## src/hdl/double_ended_queue_macros.svh

```systemverilog
// Assertion macros for the file that checks its own logic.
`ifndef DOUBLE_ENDED_QUEUE_MACROS_SVH
`define DOUBLE_ENDED_QUEUE_MACROS_SVH

`ifndef NO_ASSERTIONS
`define DQ_ASSERT(lbl, clk, rst_n, prop, msg) \
  lbl: assert property (@(posedge clk) disable iff (!rst_n) prop) else $error(msg);
`define DQ_ASSERT_NEVER(lbl, clk, rst_n, cond, msg) \
  lbl: assert property (@(posedge clk) disable iff (!rst_n) !(cond)) else $error(msg);
`else
`define DQ_ASSERT(lbl, clk, rst_n, prop, msg)
`define DQ_ASSERT_NEVER(lbl, clk, rst_n, cond, msg)
`endif

`endif

```

## src/hdl/dq_pkg.sv

```systemverilog
package dq_pkg;

  localparam int DEFAULT_DEPTH = 16;
  localparam int ELEM_W        = 8;
  localparam int COUNT_W       = 5;

  typedef enum logic [1:0] {
    CMD_PUSH_FRONT = 2'd0,
    CMD_PUSH_REAR  = 2'd1,
    CMD_POP_FRONT  = 2'd2,
    CMD_POP_REAR   = 2'd3
  } cmd_t;

  typedef enum logic [1:0] {
    ST_OK    = 2'd0,
    ST_EMPTY = 2'd1,
    ST_FULL  = 2'd2
  } status_t;

  typedef enum logic [2:0] {
    OP_HOLD       = 3'd0,
    OP_PUSH_FRONT = 3'd1,
    OP_PUSH_REAR  = 3'd2,
    OP_POP_FRONT  = 3'd3,
    OP_POP_REAR   = 3'd4
  } op_t;

  typedef struct packed {
    op_t               op;
    logic [ELEM_W-1:0] data;
  } cell_ctrl_t;

endpackage

```

## src/hdl/dq_if.sv

```systemverilog
interface dq_in_if;
  import dq_pkg::*;
  logic              valid;
  logic              ready;
  logic [1:0]        cmd;
  logic [ELEM_W-1:0] data_in;

  modport source (output valid, cmd, data_in, input ready);
  modport sink   (input valid, cmd, data_in, output ready);
endinterface

interface dq_out_if;
  import dq_pkg::*;
  logic               valid;
  logic               ready;
  logic [ELEM_W-1:0]  data_out;
  logic [1:0]         status;
  logic [ELEM_W-1:0]  front_data;
  logic [ELEM_W-1:0]  rear_data;
  logic               is_empty;
  logic [COUNT_W-1:0] item_count;

  modport source (output valid, data_out, status, front_data, rear_data, is_empty,
                  item_count, input ready);
  modport sink   (input valid, data_out, status, front_data, rear_data, is_empty,
                  item_count, output ready);
endinterface

```

## src/hdl/dq_cell.sv

```systemverilog
module dq_cell import dq_pkg::*; (
  input  logic              clk,
  input  logic              rst_n,
  input  cell_ctrl_t        ctrl,
  input  logic [ELEM_W-1:0] left_data,
  input  logic              left_valid,
  input  logic [ELEM_W-1:0] right_data,
  input  logic              right_valid,
  output logic [ELEM_W-1:0] data_o,
  output logic              valid_o,
  output logic [ELEM_W-1:0] rear_o
);

  logic [ELEM_W-1:0] data_r, data_nxt;
  logic              valid_r, valid_nxt;

  always_comb begin
    data_nxt  = data_r;
    valid_nxt = valid_r;
    unique case (ctrl.op)
      OP_PUSH_FRONT: begin
        data_nxt  = left_data;
        valid_nxt = left_valid;
      end
      OP_PUSH_REAR: begin
        if (!valid_r && left_valid) begin
          data_nxt  = ctrl.data;
          valid_nxt = 1'b1;
        end
      end
      OP_POP_FRONT: begin
        data_nxt  = right_data;
        valid_nxt = right_valid;
      end
      OP_POP_REAR: begin
        if (valid_r && !right_valid) begin
          valid_nxt = 1'b0;
        end
      end
      default: begin
      end
    endcase
  end

  always_ff @(posedge clk) begin
    data_r <= data_nxt;
    if (!rst_n) begin
      valid_r <= 1'b0;
    end else begin
      valid_r <= valid_nxt;
    end
  end

  assign data_o  = data_r;
  assign valid_o = valid_r;
  assign rear_o  = (valid_r && !right_valid) ? data_r : '0;

endmodule

```

## src/hdl/double_ended_queue.sv

```systemverilog
// Bounded double-ended queue of 8-bit elements, held in a row of DEPTH cells.
// The input channel in_chan carries one command per item: push front, push
// rear, pop front or pop rear, with the element to push. The output channel
// out_chan returns one result item per command: the popped element, a status
// (ok, pop on empty, push on full dropped), the front and rear elements after
// the command, an empty flag and the element count.
// The front element always sits in the first cell; a front push or pop shifts
// every cell by one place toward its neighbor in the same cycle, and a rear
// push or pop touches only the cell at the rear boundary.
// The result is registered: the cells and pend_r update when the command is
// accepted, and the result register then loads from the cells.
// One command is in flight at a time, so no new item is taken while one is
// pending; the result register waits for out_chan.ready without losing data,
// and in_chan.ready stays low while a result is held and not taken.
// Reset (rst_n low at a clock edge) empties the queue at once and drops any
// pending result.
module double_ended_queue import dq_pkg::*; #(
  parameter int DEPTH = DEFAULT_DEPTH
) (
  input  logic clk,
  input  logic rst_n,
  dq_in_if.sink    in_chan,
  dq_out_if.source out_chan
);

  `include "double_ended_queue_macros.svh"

  localparam int CNT_W = $clog2(DEPTH + 1);

  logic [ELEM_W-1:0] cell_data [DEPTH];
  logic [ELEM_W-1:0] cell_rear [DEPTH];
  logic [DEPTH-1:0]  cell_valid;
  cell_ctrl_t        ctrl;

  logic [ELEM_W-1:0] rear_sel;
  logic              accept, is_push, full, empty, cmd_ok;
  logic              pend_r, out_valid_r;
  logic [CNT_W-1:0]  cnt_r, cnt_nxt;
  logic [ELEM_W-1:0] popped_r, popped_nxt;
  status_t           status_r, status_nxt;
  logic [ELEM_W-1:0] out_data_r, out_front_r, out_rear_r;
  logic [1:0]        out_status_r;
  logic              out_empty_r;
  logic [COUNT_W-1:0] out_count_r;
  logic [CNT_W+COUNT_W-1:0] cnt_ext;

  genvar gi;
  generate
    for (gi = 0; gi < DEPTH; gi++) begin : g_cell
      logic [ELEM_W-1:0] l_data, r_data;
      logic              l_valid, r_valid;
      if (gi == 0) begin : g_first
        assign l_data  = in_chan.data_in;
        assign l_valid = 1'b1;
      end else begin : g_mid_l
        assign l_data  = cell_data[gi-1];
        assign l_valid = cell_valid[gi-1];
      end
      if (gi == DEPTH - 1) begin : g_last
        assign r_data  = '0;
        assign r_valid = 1'b0;
      end else begin : g_mid_r
        assign r_data  = cell_data[gi+1];
        assign r_valid = cell_valid[gi+1];
      end
      dq_cell u_cell (
        .clk         (clk),
        .rst_n       (rst_n),
        .ctrl        (ctrl),
        .left_data   (l_data),
        .left_valid  (l_valid),
        .right_data  (r_data),
        .right_valid (r_valid),
        .data_o      (cell_data[gi]),
        .valid_o     (cell_valid[gi]),
        .rear_o      (cell_rear[gi])
      );
    end
  endgenerate

  always_comb begin
    rear_sel = '0;
    for (int i = 0; i < DEPTH; i++) begin
      rear_sel = rear_sel | cell_rear[i];
    end
  end

  assign full    = cell_valid[DEPTH-1];
  assign empty   = !cell_valid[0];
  assign in_chan.ready = !pend_r && (!out_valid_r || out_chan.ready);
  assign accept  = in_chan.valid && in_chan.ready;
  assign is_push = !in_chan.cmd[1];
  assign cmd_ok  = is_push ? !full : !empty;

  always_comb begin
    ctrl.op    = OP_HOLD;
    ctrl.data  = in_chan.data_in;
    popped_nxt = '0;
    status_nxt = ST_OK;
    cnt_nxt    = cnt_r;
    if (accept) begin
      if (!cmd_ok) begin
        status_nxt = is_push ? ST_FULL : ST_EMPTY;
      end else begin
        unique case (cmd_t'(in_chan.cmd))
          CMD_PUSH_FRONT: begin
            ctrl.op = OP_PUSH_FRONT;
            cnt_nxt = cnt_r + CNT_W'(1);
          end
          CMD_PUSH_REAR: begin
            ctrl.op = OP_PUSH_REAR;
            cnt_nxt = cnt_r + CNT_W'(1);
          end
          CMD_POP_FRONT: begin
            ctrl.op    = OP_POP_FRONT;
            popped_nxt = cell_data[0];
            cnt_nxt    = cnt_r - CNT_W'(1);
          end
          CMD_POP_REAR: begin
            ctrl.op    = OP_POP_REAR;
            popped_nxt = rear_sel;
            cnt_nxt    = cnt_r - CNT_W'(1);
          end
          default: begin
          end
        endcase
      end
    end
  end

  assign cnt_ext = {{COUNT_W{1'b0}}, cnt_r};

  always_ff @(posedge clk) begin
    if (accept) begin
      popped_r <= popped_nxt;
      status_r <= status_nxt;
    end
    if (pend_r) begin
      out_data_r   <= popped_r;
      out_status_r <= status_r;
      out_front_r  <= empty ? '0 : cell_data[0];
      out_rear_r   <= rear_sel;
      out_empty_r  <= empty;
      out_count_r  <= cnt_ext[COUNT_W-1:0];
    end
    if (!rst_n) begin
      pend_r      <= 1'b0;
      out_valid_r <= 1'b0;
      cnt_r       <= '0;
    end else begin
      pend_r <= accept;
      cnt_r  <= cnt_nxt;
      if (pend_r) begin
        out_valid_r <= 1'b1;
      end else if (out_chan.ready) begin
        out_valid_r <= 1'b0;
      end
    end
  end

  assign out_chan.valid      = out_valid_r;
  assign out_chan.data_out   = out_data_r;
  assign out_chan.status     = out_status_r;
  assign out_chan.front_data = out_front_r;
  assign out_chan.rear_data  = out_rear_r;
  assign out_chan.is_empty   = out_empty_r;
  assign out_chan.item_count = out_count_r;

  `DQ_ASSERT(a_count_matches_cells, clk, rst_n, cnt_r == CNT_W'($countones(cell_valid)), "count disagrees with the occupied cells")
  `DQ_ASSERT_NEVER(a_cells_packed, clk, rst_n, (cell_valid & (cell_valid + DEPTH'(1))) != '0, "occupied cells are not packed at the front")
  `DQ_ASSERT(a_full_flag_real, clk, rst_n, (pend_r && status_r == ST_FULL) |-> (cnt_r == CNT_W'(DEPTH)), "full status without a full queue")
  `DQ_ASSERT(a_result_after_pending, clk, rst_n, $rose(out_valid_r) |-> $past(pend_r), "result appeared without a pending command")

endmodule
```

## src/flat_wrapper.sv

```systemverilog
// flat-port wrapper written by rule: the top's interface ports become plain ports
module double_ended_queue_flat import dq_pkg::*;
#(
  parameter int DEPTH = DEFAULT_DEPTH
)
  (clk, rst_n, in_chan_valid, in_chan_cmd, in_chan_data_in, in_chan_ready, out_chan_valid, out_chan_data_out, out_chan_status, out_chan_front_data, out_chan_rear_data, out_chan_is_empty, out_chan_item_count, out_chan_ready);
  dq_in_if in_chan_i ();
  dq_out_if out_chan_i ();
  input  logic clk;
  input  logic rst_n;
  input wire logic [$bits(in_chan_i.valid)-1:0] in_chan_valid;
  input wire logic [$bits(in_chan_i.cmd)-1:0] in_chan_cmd;
  input wire logic [$bits(in_chan_i.data_in)-1:0] in_chan_data_in;
  output wire logic [$bits(in_chan_i.ready)-1:0] in_chan_ready;
  output wire logic [$bits(out_chan_i.valid)-1:0] out_chan_valid;
  output wire logic [$bits(out_chan_i.data_out)-1:0] out_chan_data_out;
  output wire logic [$bits(out_chan_i.status)-1:0] out_chan_status;
  output wire logic [$bits(out_chan_i.front_data)-1:0] out_chan_front_data;
  output wire logic [$bits(out_chan_i.rear_data)-1:0] out_chan_rear_data;
  output wire logic [$bits(out_chan_i.is_empty)-1:0] out_chan_is_empty;
  output wire logic [$bits(out_chan_i.item_count)-1:0] out_chan_item_count;
  input wire logic [$bits(out_chan_i.ready)-1:0] out_chan_ready;
  assign in_chan_i.valid = in_chan_valid;
  assign in_chan_i.cmd = in_chan_cmd;
  assign in_chan_i.data_in = in_chan_data_in;
  assign in_chan_ready = in_chan_i.ready;
  assign out_chan_valid = out_chan_i.valid;
  assign out_chan_data_out = out_chan_i.data_out;
  assign out_chan_status = out_chan_i.status;
  assign out_chan_front_data = out_chan_i.front_data;
  assign out_chan_rear_data = out_chan_i.rear_data;
  assign out_chan_is_empty = out_chan_i.is_empty;
  assign out_chan_item_count = out_chan_i.item_count;
  assign out_chan_i.ready = out_chan_ready;
  double_ended_queue #(.DEPTH(DEPTH)) u_core (.clk(clk), .rst_n(rst_n), .in_chan(in_chan_i), .out_chan(out_chan_i));
endmodule
```

## config.mk

```make
export PLATFORM = sky130hd
export DESIGN_NAME = double_ended_queue_flat
export DESIGN_NICKNAME = d
export VERILOG_FILES = /design/src/hdl/dq_pkg.sv /design/src/hdl/dq_if.sv /design/src/hdl/dq_cell.sv /design/src/hdl/double_ended_queue.sv /design/src/flat_wrapper.sv
export VERILOG_INCLUDE_DIRS = /design/src /design/src/hdl
export SDC_FILE = /design/constraint.sdc
export NUM_CORES = 1
export LEC_CHECK = 0
export BUFFER_PORTS_ARGS = -buffer_cell sky130_fd_sc_hd__buf_2
export CORE_ASPECT_RATIO = 1.5
export CORE_MARGIN = 2
export CORE_UTILIZATION = 40
export DETAILED_ROUTE_END_ITERATION = 10
export PLACE_DENSITY = 0.54
export SLEW_MARGIN = 0
export SYNTH_ARGS = -nofsm -noshare
export SYNTH_HDL_FRONTEND = slang
export SYNTH_HIERARCHICAL = 1
export SYNTH_SLANG_ARGS = --single-unit
```

## constraint.sdc

```tcl
create_clock -name clk -period 5.5 [get_ports clk]
set_clock_uncertainty 0.1 [all_clocks]
set_input_delay 0.55 -clock clk [delete_from_list [all_inputs] [get_ports clk]]
set_output_delay 0.55 -clock clk [all_outputs]
set_load 0.01 [all_outputs]
```

==> flow_summary.toml, run 1 <==
[status]
status = "finished, final reports clean"

[synthesis]
synth_simple_gate_area_share_pct = 22.4
async_flop_share_pct = 0
syn_area_sq_um = 11300
synth_adder_area_share_pct = 0.843
synth-compound-area-share_pct = 12.8
synthXorXnorAreaFrac_pct = 0.155
synth_edf_count = 170
netlist_instances = 1098
synth_area_leaders = "edfxtp_1, mux2i_1, and2_1"
synth_top_family_by_area = "simple AND/OR/NAND/NOR gates"
yosys.area.top_type_share_pct = 45.3
synth_cell_types = 41
muxShareOfSynthArea_pct = 11.5
ys.warnings.count = 6
synth_ff_type = "edfxtp_1"
ys_seq_area_share_pct = 49.4
ys_ff_latch = 193
postSynthAreaPerCell_sq_um = 10.3
synth.largest_area_cell = "edfxtp_1"

[critical_path]
cp.required_ps = 5490
path_class = "reg2reg"
critical_path.slowest_cell = "dfxtp_1"
crit_buf_inv = 1
path_cells = "nor2b_2 -> nor4_4 -> o21a_4 -> buf_12 -> a31oi_1 -> nor2_1"
crit_family = "simple AND/OR/NAND/NOR gates"
startpoint_type = "flop"
cp-end-kind = "flop"
path_max_fanout = 55
cp_data_arrival_time_ps = 3700
worst_path_largest_cell_delay_ps = 690

[drt]
drt_pass1_iterations = 7
drt-total-wl_um = 32300
via_count = 8461
routed_via_density = 5.61
drc = 0
ant_nets = 0
wl_per_cell_um = 21.4
drt_iter0_drc = 678

[grt]
grt_pass1_wl_um = 49600
use_met1_pct = 26.0
grtUsageMet3_pct = 3.35
grt_start_max_net_pins = 113
busiest_layer = "met2"
track_usage_pct = 22.3
antenna_found_initial = 0
grt_pass1_vias = 8486
met2_usage_pct = 40.0
grt_overflow = 0

[placement]
gp_congestion = 0.823
hpwl_um = 22800
placedCellCount = 1477
port_buffers = 47

[cts]
cts_resized = 0
worstSkewPairLatency_ps = 470
clkSinkCount = 193
clk_pin_slew_worst_paths_ps = 80
cts_setup_buffers = 0
cts_made_buffers = 17
cts_max_path_buffers = 2
h-tree-depth = 4
cts_tree = "yes"
cts_hold_buf = 0
root_buffer = "clkbuf_16"

[job]
drv_cap = 0

[finish]
drive_gt1_share_pct = 9.97
fill_cells = 2683
synthToLayoutAreaGrowth_pct = 11.0
num_antenna_cells = 0
final-instance-count-excl-fill = 1509
fin_nets = 1171

[worst_hold_path]
worstHoldPathType = "in2reg"

[floorplanning]
dieArea_sq_um = 29600
start_util_pct = 40.5
dieHeight_um = 210
core_area_sq_um = 27900
std_cell_rows = 75
die_x_um = 141
ios = 48

[timing]
rsz0062_at_grt = "false"
whs_ps = 266
finalSetupViolCount = 0
finalMaxSlewViolations = 0
tightest_slew_ps = 950
clock.fmax_mhz = 270
hold_viol = 0
relSlewSlack_pct = 36.1
min_period_ps = 3710
period_share_pct = 67.4
setup_tns_ps = 0

[power]
p_leak_nw = 4.39
p_per_area_nw_per_um2 = 268
peakVddDrop_mv = 0.224
[registers in the layout, summed over array words and instances, names as in the netlist, 2 cells and up]
register                      flops
u_core/out_chan.item_count        5
u_core/popped_r                   8
u_core/out_chan.status            2
u_core/g_cell.u_cell/data_o     128
u_core/g_cell.u_cell/valid_o     16
u_core/status_r                   2
u_core/out_chan.front_data        8
u_core/out_chan.rear_data         8
u_core/cnt_r                      5
u_core/out_chan.data_out          8
[per-layer routing]
metal | vias to the layer above | part of all wire [%]
met5 | - | 0
met4 | 0 | 3.6
met3 | 49 | 3.2
met2 | 186 | 53
met1 | 4117 | 40
li1 | 4109 | -
[synth_stat cells, drive strengths merged, types with 2 or more instances]
| cell | number |
|---|---|
| edfxtp | 170 |
| nand2 | 145 |
| o21ai | 145 |
| and2 | 139 |
| mux2i | 129 |
| nor2 | 48 |
| buf | 36 |
| inv | 36 |
| nor4 | 33 |
| dfxtp | 23 |
| nor2b | 19 |
| a211oi | 18 |
| nand2b | 18 |
| nor3 | 18 |
| a31oi | 16 |
| o311a | 16 |
| o311ai | 16 |
| or2b | 16 |
| or3b | 16 |
| nand4 | 9 |
| a22oi | 8 |
| ha | 6 |
| nand3 | 3 |
| a21oi | 2 |
| conb | 2 |
| nand4bb | 2 |
| o21a | 2 |
| or2 | 2 |
| xnor2 | 2 |
[final cells by class]
type	count	area, sq um	share of cell area (%)
inverters	36	135	1.08
repair buffers	57	335	2.68
clock inverters	15	186	1.49
flip-flops and latches	193	5570	44.5
well taps	346	433	3.46
clock buffers	17	425	3.40
multi-input cells	845	5440	43.4
[path summary, 6_finish.rpt]
| check | start | end | slack (ps) | depth (start not counted) |
|---|---|---|---|---|
| setup / recovery | u_core/g_cell[0].u_cell/valid_o | u_core/g_cell[6].u_cell/data_o[5] | 1790 | 6 |
| hold / removal | in_chan_valid | u_core/pend_r | 270 | 3 |
| setup reg to reg | u_core/g_cell[0].u_cell/valid_o | u_core/g_cell[6].u_cell/data_o[5] | 1790 | 6 |
| hold reg to reg | u_core/status_r[0] | u_core/out_chan.status[0] | 310 | 0 |
[power by group]
part,switching (mW),total (mW),leakage (nW),internal (mW)
combinational,0.229,0.357,2.33,0.129
sequential,0.0446,1.71,1.76,1.67
clock,0.669,1.29,0.293,0.616
[metrics by stage]
stage / utilization, % / worst slack [ps] / total power [mW] / cell area (sq um)
6_report: 44.9 / 1790 / 3.35 / 12500
5_1_grt: 44.9 / 1520 / 3.48 / 12500
4_1_cts: 44.9 / 1750 / 3.38 / 12500
3_5_place_dp: 42.7 / 1700 / 2.10 / 11900
3_3_place_gp: 42.7 / 1790 / 2.10 / 11900
2_1_floorplan: - / 1680 / 1.98 / 11300
[tightest hold or removal path: cells and delay by family]
family | cells | cell delay, ps
and+or+nand+nor | 2 | 120
buffers and inverters | 1 | 110
[kinds of logic after synthesis]
logic type	Yosys count
xor gates and xnor gates	2
buffers and inverters	73
and+or+nand+nor	468
other	2
AOI/OAI and AO/OA	224
DFF	193
adders and majority gates	7
muxes	129
[cells in the final DEF, fill, tap and decap left out, types with 17 or more instances in the layout]
| cell type | instances |
|---|---|
| nand2b_1 | 17 |
| edfxtp_1 | 170 |
| nor2b_1 | 17 |
| a211oi_2 | 17 |
| nor3_1 | 18 |
| nor4_1 | 32 |
| inv_1 | 36 |
| nor2_1 | 47 |
| dfxtp_1 | 23 |
| buf_2 | 47 |
| nand2_1 | 145 |
| o21ai_0 | 144 |
| clkbuf_16 | 17 |
| mux2i_1 | 129 |
| and2_1 | 137 |
(Power assumes the default switching activity.)
==> inputs of run 2 (changes only) <==
==> constraint.sdc (replaced) <==
create_clock -name clk -period 3.8 [get_ports clk]
set_clock_uncertainty 0.1 [all_clocks]
set_input_delay 0.38 -clock clk [delete_from_list [all_inputs] [get_ports clk]]
set_output_delay 0.38 -clock clk [all_outputs]
set_load 0.01 [all_outputs]
==> flow_summary.toml, run 2 (synthesis results as in run 1) <==
[finish]
multi_input_comb_area_sq_um = 5440
final_cell_mix = "edfxtp_1, nand2_1, o21ai_0"
drive_gt1_share_pct = 10.1
largest_reg_flops = 128
fin_nets = 1174
final_common_cell = "edfxtp_1"
num_antenna_cells = 0
post-route-util_pct = 44.9
synthToLayoutAreaGrowth_pct = 11.0
fill_cells = 2723
regArea_sq_um = 5570

[floorplanning]
dieHeight_um = 210
die_x_um = 141
std_cell_rows = 75
start_util_pct = 40.5
core_area_sq_um = 27900
dieArea_sq_um = 29600
ios = 48

[timing]
clock.fmax_mhz = 335
setup_tns_ps = 0
min_period_ps = 2990
rsz0062_at_grt = "false"
finalSetupViolCount = 0
hold_viol = 0
finalMaxSlewViolations = 0
relSlewSlack_pct = 44.6
period_share_pct = 78.6
tightest_slew_ps = 828

[cts]
clk_pin_slew_worst_paths_ps = 80
worstSkewPairLatency_ps = 460
cts_tree = "yes"
root_buffer = "clkbuf_16"
cts_setup_buffers = 0
cts_hold_buf = 0
clkSinkCount = 193
h-tree-depth = 4
cts_resized = 0
cts_max_path_buffers = 2
cts_made_buffers = 17

[drt]
routed_via_density = 5.57
ant_nets = 0
drt-total-wl_um = 30800
drt_pass1_iterations = 5
wl_per_cell_um = 20.4
via_count = 8426
drt_iter0_drc = 667
drc = 0

[grt]
grt_pass1_vias = 8130
antenna_found_initial = 0
grt_start_max_net_pins = 81
busiest_layer = "met2"
grt_overflow = 0
track_usage_pct = 21.2
use_met1_pct = 25.8
grtUsageMet3_pct = 3.13
met2_usage_pct = 36.6
grt_pass1_wl_um = 47800

[critical_path]
critical_path.slowest_cell = "dfxtp_1"
cp-end-kind = "flop"
cp_data_arrival_time_ps = 3070
r2r_start = "u_core/g_cell[0].u_cell/valid_o"
worst-r2r-setup-slack_ps = 810
path_class = "reg2reg"
r2r-end = "u_core/g_cell[4].u_cell/data_o[0]"
worst_path_largest_cell_delay_ps = 650
path_cells = "nor2b_2 -> nor4_4 -> buf_4 -> and2_2 -> buf_12 -> nand2b_1 -> o21ai_0"
path_max_fanout = 55
startpoint_type = "flop"
cp.required_ps = 3880
r2r_cells = 7

[power]
peakVddDrop_mv = 0.337
p_per_area_nw_per_um2 = 381
p_leak_nw = 4.38

[placement]
port_buffers = 47
gp_congestion = 0.815
hpwl_um = 22100

[worst_hold_path]
hold_path_end = "u_core/pend_r"
worstHoldPathType = "in2reg"
min_from = "in_chan_valid"
hold_depth = 3

[status]
status = "finished, final reports clean"

[job]
drv_cap = 0
run 2: worst max-delay path, delay by kind of cell (launching register included):
kind                   cells  cell delay [ps]
AND/OR/NAND/NOR            4             1240
buffers and inverters      2              500
flip-flops                 1              650
AO/OA/AOI/OAI              1              200
run 2: through the flow:
step	total power, mW	cell area [sq um]	hold WS (ps)	cells	worst slack, ps
5_1_grt	4.96	12500	93.2	1512	442
3_3_place_gp	3.03	12000	303	1480	852
2_1_floorplan	2.86	11300	300	1111	51.8
6_report	4.77	12500	108	1512	812
3_5_place_dp	3.04	12000	305	1480	781
4_1_cts	4.82	12500	85.1	1512	778
run 2: area by class of cell:
type | count | share of cell area, %
repair buffers | 60 | 3.06
inverters | 36 | 1.08
clock inverters | 15 | 1.13
well taps | 346 | 3.46
flip-flops and latches | 193 | 44.5
multi-input cells | 845 | 43.4
clock buffers | 17 | 3.40
run 2: worst max path at each step:
stage                                                from                                 end  cells after the start
after CTS                 u_core/g_cell[0].u_cell/valid_o   u_core/g_cell[4].u_cell/data_o[7]                      7
after global placement    u_core/g_cell[0].u_cell/valid_o   u_core/g_cell[4].u_cell/data_o[7]                      7
after detailed placement  u_core/g_cell[0].u_cell/valid_o   u_core/g_cell[4].u_cell/data_o[1]                      7
final                     u_core/g_cell[0].u_cell/valid_o   u_core/g_cell[4].u_cell/data_o[0]                      7
after floorplan                             u_core/pend_r   u_core/g_cell[0].u_cell/data_o[0]                      7
after global routing      u_core/g_cell[0].u_cell/valid_o  u_core/g_cell[13].u_cell/data_o[2]                      7
run 2: power by group:
part / internal, mW / leakage [nW] / switching, mW
combinational: 0.190 / 2.35 / 0.332
sequential: 2.41 / 1.76 / 0.0602
clock: 0.870 / 0.267 / 0.907
run 2: metal layers:
metal  up-vias  share of wire (%)
li1       4112                  -
met1      4125                 42
met2       147                 52
met3        42                2.5
met4         0                4.4
met5         -                  0
==> inputs of run 3 (changes only) <==
--- a/config.mk
+++ b/config.mk
@@ -11,7 +11,7 @@
 export CORE_MARGIN = 2
 export CORE_UTILIZATION = 40
 export DETAILED_ROUTE_END_ITERATION = 10
-export PLACE_DENSITY = 0.54
+export PLACE_DENSITY = 0.56
 export SLEW_MARGIN = 0
 export SYNTH_ARGS = -nofsm -noshare
 export SYNTH_HDL_FRONTEND = slang
==> constraint.sdc (replaced) <==
create_clock -name clk -period 2.55 [get_ports clk]
set_clock_uncertainty 0.1 [all_clocks]
set_input_delay 0.255 -clock clk [delete_from_list [all_inputs] [get_ports clk]]
set_output_delay 0.255 -clock clk [all_outputs]
set_load 0.01 [all_outputs]
==> flow_summary.toml, run 3 (synthesis results as in run 1) <==
[cts]
clk_pin_slew_worst_paths_ps = 80
cts_tree = "yes"
worstSkewPairLatency_ps = 460
clkSinkCount = 193
root_buffer = "clkbuf_16"
cts_made_buffers = 17
cts_max_path_buffers = 2
h-tree-depth = 4

[power]
p_leak_nw = 4.87
total_power_mw = 7.32
peakVddDrop_mv = 0.505
p_per_area_nw_per_um2 = 547

[timing]
clock.fmax_mhz = 417
period_share_pct = 93.9
relSlewSlack_pct = 51.3
hold_viol = 0
rsz0062_at_grt = "false"
finalMaxSlewViolations = 0
min_period_ps = 2400
finalSetupViolCount = 0
worst_slack_ps = 155
whs_ps = 71.1
tightest_slew_ps = 728
setup_tns_ps = 0

[critical_path]
cp.required_ps = 2660
r2r_start = "u_core/g_cell[8].u_cell/valid_o"
startpoint_type = "flop"
worst-r2r-setup-slack_ps = 150
r2r_cells = 7
path_max_fanout = 10
cp_data_arrival_time_ps = 2500
cp-end-kind = "flop"
path_class = "reg2reg"
r2r-end = "u_core/popped_r[0]"

[floorplanning]
die_x_um = 141
start_util_pct = 40.5
core_area_sq_um = 27900
ios = 48
dieArea_sq_um = 29600
dieHeight_um = 210
std_cell_rows = 75

[drt]
ant_nets = 0
drt-total-wl_um = 30900
routed_via_density = 5.41
wl_per_cell_um = 19.4
drt_pass1_iterations = 5
via_count = 8639
drt_iter0_drc = 563
drc = 0

[worst_hold_path]
min_from = "out_chan_ready"
hold_path_end = "u_core/pend_r"
worstHoldPathType = "in2reg"
hold_depth = 3

[placement]
placedCellCount = 1565
hpwl_um = 23500
port_buffers = 47
pre_cts_ws_ps = 31.9
gp_congestion = 0.843

[finish]
fill_cells = 2625
multi_input_comb_area_sq_um = 5490
regArea_sq_um = 5570
num_antenna_cells = 0
final-instance-count-excl-fill = 1598
synthToLayoutAreaGrowth_pct = 18.8
largest_reg_flops = 128
drive_gt1_share_pct = 18.1
final_common_cell = "edfxtp_1"
fin_nets = 1260
final_cell_mix = "edfxtp_1, nand2_1, o21ai_0"

[grt]
grt_start_max_net_pins = 38
grt_overflow = 0
grt_pass1_wl_um = 49000
track_usage_pct = 21.6
antenna_found_initial = 0
grt_pass1_vias = 8830

[status]
status = "finished, final reports clean"

[job]
drv_cap = 0
-- run 3: cell types whose count changed in the layout (fill, tap and decap cells not counted), sizes merged --
cell	delta
buf	+85
clkinv	+1
clkinvlp	-4
dlygate4sd3	+1
inv	+3
-- run 3: metrics by stage --
step,utilization [%],area [sq um]
2_1_floorplan,-,11400
3_3_place_gp,45.8,12800
3_5_place_dp,45.8,12800
4_1_cts,48.0,13400
5_1_grt,48.1,13400
6_report,48.1,13400
-- run 3: cell type report --
type,count,area share (%)
tap,346,3.23
sequential,193,41.6
clock buffer,17,3.18
inverter,36,1.01
clock inverter,15,1.30
timing repair buffer,146,8.72
multi-input combinational,845,41.0
-- run 3: power breakdown --
part	leakage [nW]	switching (mW)	internal [mW]
combinational	2.81	0.523	0.367
sequential	1.76	0.0841	3.59
clock	0.297	1.42	1.34
-- run 3: how the worst max path moves through the flow --
stage / end / cells after the start / slack (ps) / start
final: u_core/popped_r[0] / 7 / 150 / u_core/g_cell[8].u_cell/valid_o
after global routing: u_core/g_cell[1].u_cell/valid_o / 8 / 4 / u_core/g_cell[15].u_cell/valid_o
after detailed placement: u_core/popped_r[4] / 8 / 30 / u_core/g_cell[8].u_cell/valid_o
after CTS: u_core/popped_r[4] / 8 / 0.5 / u_core/g_cell[8].u_cell/valid_o
after global placement: u_core/popped_r[4] / 8 / 40 / u_core/g_cell[8].u_cell/valid_o
after floorplan: u_core/g_cell[10].u_cell/valid_o / 7 / 90 / u_core/pend_r
-- run 3: critical path: stages, from the launching register on --
cell and delay, ps:
dfxtp_2 390, inv_1 120, nor2_1 140, and2_1 190, nor4_1 520, nand4_1 330, a22oi_1 280, nor2_1 70
-- run 3: per-layer routing --
layer,part of all wire (%),global-route usage (%)
met4,5.0,11.9
met2,52,38.0
met5,0,0
met3,2.0,2.60
met1,41,25.4
-- run 3: timing repair --
item,CTS,global route
setup endpoints to repair,0,17
hold endpoints to repair,1,0
buffers inserted,0,0
hold buffers,1,0
resized for setup,0,4
